$ cat src/design/lbcd_pkg.sv
package lbcd_pkg;
  localparam int SLOTS_DEF = 16;
  localparam logic [4:0] SLOTS_IN_USE_RESET = 5'd16;

  localparam logic [1:0] ACT_READ  = 2'd0;
  localparam logic [1:0] ACT_WRITE = 2'd1;
  localparam logic [1:0] ACT_ERASE = 2'd2;
  localparam logic [1:0] ACT_NONE  = 2'd3;

  typedef enum logic [1:0] {
    ST_IDLE,
    ST_SCAN,
    ST_APPLY,
    ST_OUT
  } state_t;

  // scan token handed from cell to cell
  typedef struct packed {
    logic        found;
    logic [7:0]  hit_idx;
    logic        inv_found;
    logic [7:0]  inv_idx;
    logic [7:0]  old_idx;
    logic [31:0] old_stamp;
  } scan_t;

  // command broadcast to the cells
  typedef struct packed {
    logic        scan_en;
    logic        write_en;
    logic        stamp_en;
    logic        erase_en;
    logic [7:0]  sel;
    logic [31:0] blk;
    logic [31:0] stamp;
    logic [31:0] lo;
    logic [31:0] hi;
    logic        range_ok;
    logic [8:0]  n;
  } cmd_t;
endpackage

$ cat src/design/lbcd_cell.sv
module lbcd_cell #(
  parameter int IDX = 0
) (
  input  logic             clk,
  input  logic             rst,
  input  lbcd_pkg::cmd_t   cmd,
  input  lbcd_pkg::scan_t  scan_in,
  output lbcd_pkg::scan_t  scan_out
);
  logic        valid;
  logic [31:0] blk;
  logic [31:0] stamp;
  logic        active;
  logic        is_sel;

  assign active = 9'(IDX) < cmd.n;
  assign is_sel = cmd.sel == 8'(IDX);

  always_ff @(posedge clk) begin
    if (rst) begin
      valid <= 1'b0;
      blk   <= '0;
      stamp <= '0;
    end else begin
      if (cmd.write_en && is_sel) begin
        valid <= 1'b1;
        blk   <= cmd.blk;
        stamp <= cmd.stamp;
      end else if (cmd.stamp_en && is_sel) begin
        stamp <= cmd.stamp;
      end else if (cmd.erase_en && active && valid && cmd.range_ok &&
                   blk >= cmd.lo && blk < cmd.hi) begin
        valid <= 1'b0;
      end
    end
  end

  // registered hop: each cell adds its slot to the token
  always_ff @(posedge clk) begin
    scan_out <= scan_in;
    if (cmd.scan_en && active) begin
      if (!scan_in.found && valid && blk == cmd.blk) begin
        scan_out.found   <= 1'b1;
        scan_out.hit_idx <= 8'(IDX);
      end
      if (!scan_in.inv_found && !valid) begin
        scan_out.inv_found <= 1'b1;
        scan_out.inv_idx   <= 8'(IDX);
      end
      if (IDX == 0 || stamp < scan_in.old_stamp) begin
        scan_out.old_idx   <= 8'(IDX);
        scan_out.old_stamp <= stamp;
      end
    end
  end
endmodule

$ cat config.mk
export PLATFORM = sky130hd
export DESIGN_NAME = lbcd_cell
export DESIGN_NICKNAME = d
export VERILOG_FILES = /design/src/design/lbcd_pkg.sv /design/src/design/lbcd_cell.sv
export SDC_FILE = /design/constraint.sdc
export NUM_CORES = 1
export LEC_CHECK = 0
export ABC_CLOCK_PERIOD_IN_PS = 1800
export BUFFER_PORTS_ARGS = -buffer_cell sky130_fd_sc_hd__buf_2
export CAP_MARGIN = 20
export CORE_MARGIN = 3
export CORE_UTILIZATION = 43
export DETAILED_ROUTE_END_ITERATION = 16
export PLACE_DENSITY_LB_ADDON = 0.3
export SYNTH_ARGS = -nofsm -noshare
export SYNTH_HDL_FRONTEND = slang
export SYNTH_SLANG_ARGS = --single-unit
$ cat constraint.sdc
create_clock -name clk -period 1.8 [get_ports clk]
set_clock_uncertainty 0.1 [all_clocks]
set_input_delay 0.09 -clock clk [delete_from_list [all_inputs] [get_ports clk]]
set_output_delay 0.09 -clock clk [all_outputs]
set_load 0.05 [all_outputs]
# ---- Yosys cells after proc, flatten, opt, wreduce, memory -nomap -nowiden
# Index checks and enable logic that the tools add are counted.
dict set report word_totals {
  elab_cells 40
  output_inout_bits 58
  input_bits 210
  register_bits 123
}
dict set report classes {
  reduce_logical 18
  muxes 8
  eq_ne 2
  magnitude_cmp 3
}
# op count
set ops {}
lappend ops {{2-to-1 mux 32 bit} 2}
lappend ops {{2-to-1 mux 58 bit} 1}
lappend ops {{== test 32 bit} 1}
lappend ops {{>= comparator 32 bit} 1}
lappend ops {{less-than comparator 32 bit} 1}
lappend ops {{2-to-1 mux 9 bit} 2}
lappend ops {{logical AND 1 bit} 11}
lappend ops {{less-than comparator 1 x 9 -> 1 bit, first input constant} 1}
lappend ops {{logical NOT 8 bit} 1}
lappend ops {{nonzero test 2 bit} 2}
lappend ops {{logical NOT 1 bit} 3}
lappend ops {{2-to-1 mux 1 bit} 3}
lappend ops {{inequality test 2 bit, second input constant} 1}
lappend ops {{AND reduction 2 bit} 1}

# ---- Logic depth before layout (Yosys ltp)
dict set report logic_depth {
  depth_word 9
  depth_mapped 8
  ltp_nobuf 8
}

# ---- Least setup slack after synthesis
# OpenSTA, ideal clock, no wires.
dict set report synth_path {
  path_type {flip-flop to flip-flop}
  from {register blk[2]}
  to {register valid}
  setup_ps 60
  synth_period_minus_slack_ps 1864
  arrival_time_ps 1704
  path_stages_with_launch 8
  slack_ps -64
  t_required_ps 1640
  n_path_buf 0
  path_cell_list {dfxtp_1 > ha_1 > a211o_1 > a31oi_1 > o221ai_1 > a211o_1 > a211oi_1 > a311o_1}
}
dict set report synth_via {
  elab_chain_len 5
  elab_cells_between_ends 6
  classes_between {2 x order compare; 4 x reduce/logical}
}
# item line
set synth_rtl {}
lappend synth_rtl {{start: declaration} lbcd_cell.sv:11} ;# logic [31:0] blk;
lappend synth_rtl {{start signal: assignment} lbcd_cell.sv:27} ;# blk <= cmd.blk;
lappend synth_rtl {{>= comparator 32 bit} lbcd_cell.sv:32} ;# blk >= cmd.lo && blk < cmd.hi) begin
lappend synth_rtl {{logical AND 1 bit} lbcd_cell.sv:31} ;# end else if (cmd.erase_en && active && valid && cmd.range_ok &&
lappend synth_rtl {{logical AND 1 bit *} lbcd_cell.sv:32}
lappend synth_rtl {{nonzero test 2 bit (no source line) *} n/a}
lappend synth_rtl {{AND reduction 2 bit (no source line) *} n/a}
lappend synth_rtl {{end signal: assignment} lbcd_cell.sv:21} ;# valid <= 1'b0;
lappend synth_rtl {{end signal: assignment} lbcd_cell.sv:26} ;# valid <= 1'b1;
lappend synth_rtl {{end signal: assignment} lbcd_cell.sv:33} ;# valid <= 1'b0;
lappend synth_rtl {{end: declaration} lbcd_cell.sv:10} ;# logic valid;
# Mark *: on every way between the ends. The rest lies on a longest branch, timed or not.
# A chain may end at the register's enable or synchronous reset.

# ---- Final worst setup path
# Ends and elaborated chain as after synthesis.

==> flow_metrics.py <==
metrics = {
    "layout": {
        "final_area_um2": 9644,
        "multiInputGateArea_um2": 3221,
        "n_fill_cell": 988,
        "register_area_um2": 2474,
        "layout-drive-gt1-share": 0.3468,
        "syn_to_final_growth_pct": 60.82,
        "layout_commonest_cell": "buf_2",
        "final_cells": 1292,
        "final_cell_mix": "buf_2 (267), dlygate4sd3_1 (122), dfxtp_1 (116)",
        "layout.nets": 1371,
    },
    "drt": {
        "dr_total_vias": 6617,
        "drt_first_pass_iters": 6,
        "first_iter_violations": 409,
        "vias_per_cell": 5.122,
        "wl_per_cell_um": 17.30,
        "antenna_left": 0,
        "remaining_drc_errors": 0,
        "routed_wl_um": 22350,
    },
    "synthesis": {
        "synthXorXnorAreaFrac": 0.04673,
        "synthMuxAreaShare": 0.06009,
        "synth_area_leaders": "dfxtp_1 (41%), ha_1 (13%), a21oi_1 (7.3%)",
        "synth-simple-area-share": 0.1755,
        "synth_top_family_by_area": "simple AND/OR/NAND/NOR gates",
        "netlist_area_um2": 5997,
        "synth_ff_type": "dfxtp_1",
        "synth.net_count": 957,
        "synthAdderAreaFrac": 0.1314,
        "yosysWarnings": 0,
        "synth_edf_count": 0,
        "synth.ff_latch_count": 123,
        "async_flop_share": 0,
        "yosysSeqAreaShare": 0.4106,
        "postSynthAreaPerCell_um2": 8.768,
        "synth_cell_types": 42,
        "yosysTopAreaCellShare": 0.4106,
        "syn_inst": 684,
        "synth_area_leader_cell": "dfxtp_1",
        "synth_compound_area_frac": 0.1125,
    },
    "floorplanning": {
        "die_y_um": 124.1,
        "ioPinCount": 268,
        "die_w_um": 124.1,
        "dieArea_um2": 15400,
        "core_um2": 13450,
        "rows": 42,
        "initial_utilization": 0.4458,
    },
    "min_path": {
        "hold_start": "cmd[149]",
        "hold_path_class": "in2reg",
    },
    "worst_setup_path": {
        "crit_fanout": 3,
        "cp-start-kind": "register",
        "crit_type": "reg2reg",
        "rr_startpoint": "blk[2]",
        "critPathLaunch": "blk[2]",
        "worst_setup_path_end_kind": "register",
        "required_ns": 2.05,
        "cp.arrival_ns": 2.24,
    },
    "power": {
        "swShare": 0.2686,
        "irDropWorstVdd_uv": 587.8,
        "p_leak_nw": 4.732,
        "switchingPower_mw": 1.999,
        "power_frac_comb": 0.156,
        "pwr-share-seq": 0.380,
        "internal_power_mw": 5.445,
        "power_density_nw_per_um2": 771.9,
        "p_clk_frac": 0.464,
    },
    "place": {
        "io_buffers": 267,
        "finalWeightedCongestion": 0.9189,
        "post-place-cells": 1133,
        "dp_hpwl_um": 14430,
        "dpl_cell_area_um2": 7765,
    },
    "global_routing": {
        "grt_pass1_vias": 6718,
        "grt_max_degree": 44,
        "grt_antenna_before_repair": 4,
        "grt_use_met3": 0.06676,
        "gr-max-usage-layer": "met2",
        "grt_use_met1": 0.3155,
        "grt_usage": 0.2774,
        "overflow": 0,
        "grt_pass1_wl_um": 32700,
        "use_met2": 0.4764,
    },
    "sta": {
        "max_clock_freq_mhz": 502.3,
        "finalHoldViolCount": 0,
        "fin_crit_sh": 1.106,
        "slew-limit-headroom": 0.4058,
        "worst_pin_slew_ns": 0.8894,
        "finalSetupViolCount": 8,
        "slew_violations": 0,
        "min_period_ns": 1.991,
        "rsz0062_at_grt": "yes",
        "fin_ws_ns": -0.1907,
    },
    "cts": {
        "cts.sinks": 123,
        "htreeDepth": 4,
        "cts_root_buffer": "clkbuf_16",
        "cts_buffers": 17,
        "cts.clk_slew.worst_paths_ns": 0.06,
        "clockBufferDepth": 2,
        "cts_tree": "yes",
        "clk_latency_ns": 0.41,
        "cts_setup_buffers": 0,
    },
    "run": {
        "maxCapViolations": 0,
    },
    "outcome": {
        "violations": "negative setup slack",
        "status": "finished with violations",
    },
}
-- worst paths after layout --
kind / to / slack, ns / depth (start not counted)
hold reg to reg: stamp[1] / 0.35 / 2
setup reg to reg: valid / -0.19 / 7
hold / removal: scan_out[48] / 0.05 / 3
setup / recovery: valid / -0.19 / 7
-- kinds of logic (layout without fill, tap and decap cells) --
family,Yosys count,in the layout
other,0,6
buffers and inverters,94,520
AO/OA/AOI/OAI,121,121
AND/OR/NAND/NOR,219,219
flip-flops,123,123
adder cells (fa/ha/maj),63,63
XOR/XNOR,32,32
multiplexers,32,32
-- metrics by stage --
step	setup TNS, ns	util	setup slack [ns]	hold WS (ns)	total power, mW
after floorplan	-0.01263	-	-0.01263	0.07595	3.390
after global placement	-1.382	0.5772	-0.1681	0.1965	3.790
after detailed placement	-1.346	0.5772	-0.1774	0.2045	3.796
after CTS	-0.5194	0.7131	-0.1728	0.03918	7.414
after global routing	-1.068	0.7165	-0.2877	0.04925	7.686
final	-0.7151	0.7169	-0.1907	0.05092	7.444
-- sequential cells by signal, summed over array words and instances (netlist names) --
name      count
scan_out     58
stamp        32
blk          32
valid         1
-- power by group through the flow --
stage	registers, mW	logic, mW	clock network [mW]
finish	2.83	1.16	3.45
global route	2.83	1.24	3.61
CTS	2.83	1.13	3.46
detailed placement	2.88	0.912	0
global placement	2.88	0.905	0
floorplan	3.14	0.251	0
-- Yosys cell counts, types with 2 or more instances --
| master | number |
|---|---|
| dfxtp_1 | 123 |
| nand2_1 | 106 |
| a21oi_1 | 88 |
| inv_1 | 66 |
| ha_1 | 63 |
| nand3_1 | 37 |
| mux2_2 | 31 |
| xor2_1 | 31 |
| nor2b_1 | 19 |
| nand4_1 | 14 |
| clkbuf_1 | 13 |
| buf_2 | 12 |
| nor2_1 | 11 |
| o21ai_0 | 11 |
| nor4_1 | 9 |
| and2b_1 | 7 |
| a211oi_1 | 4 |
| a21o_1 | 4 |
| nor3_1 | 4 |
| buf_4 | 3 |
| nand2b_1 | 3 |
| o211ai_1 | 3 |
| a211o_1 | 2 |
| o221ai_1 | 2 |
-- routing by layer --
layer  up-vias  wire length, µm
met1      3034             8734
met2       348            10920
met4         0             1030
met3        83             1666
met5         -                0
li1       3152                -
-- final cells by class --
cell class              instances  area share
clock buffers                  19     0.04696
well taps                     176     0.02283
repair buffers                423      0.2981
inverters                      66     0.02569
flip-flops and latches        123      0.2565
multi-input cells             467      0.3339
diodes                          6    0.001557
clock inverters                12     0.01440
-- critical path, cell delays in order, from the launching register on --
cell	delay (ns)
dfxtp_2	0.36
ha_4	0.20
a211o_1	0.25
a31oi_1	0.21
o221ai_2	0.15
a211o_1	0.34
a211oi_2	0.18
a311o_1	0.14
-- repair_timing --
action | in CTS | in global routing
hold buffers | 122 | 0
pin swaps | 6 | 7
endpoints found under the setup margin | 10 | 10
endpoints found under the hold margin | 122 | 0
gates resized for setup | 4 | 13
No activity file was read; power rests on OpenSTA's default activity.
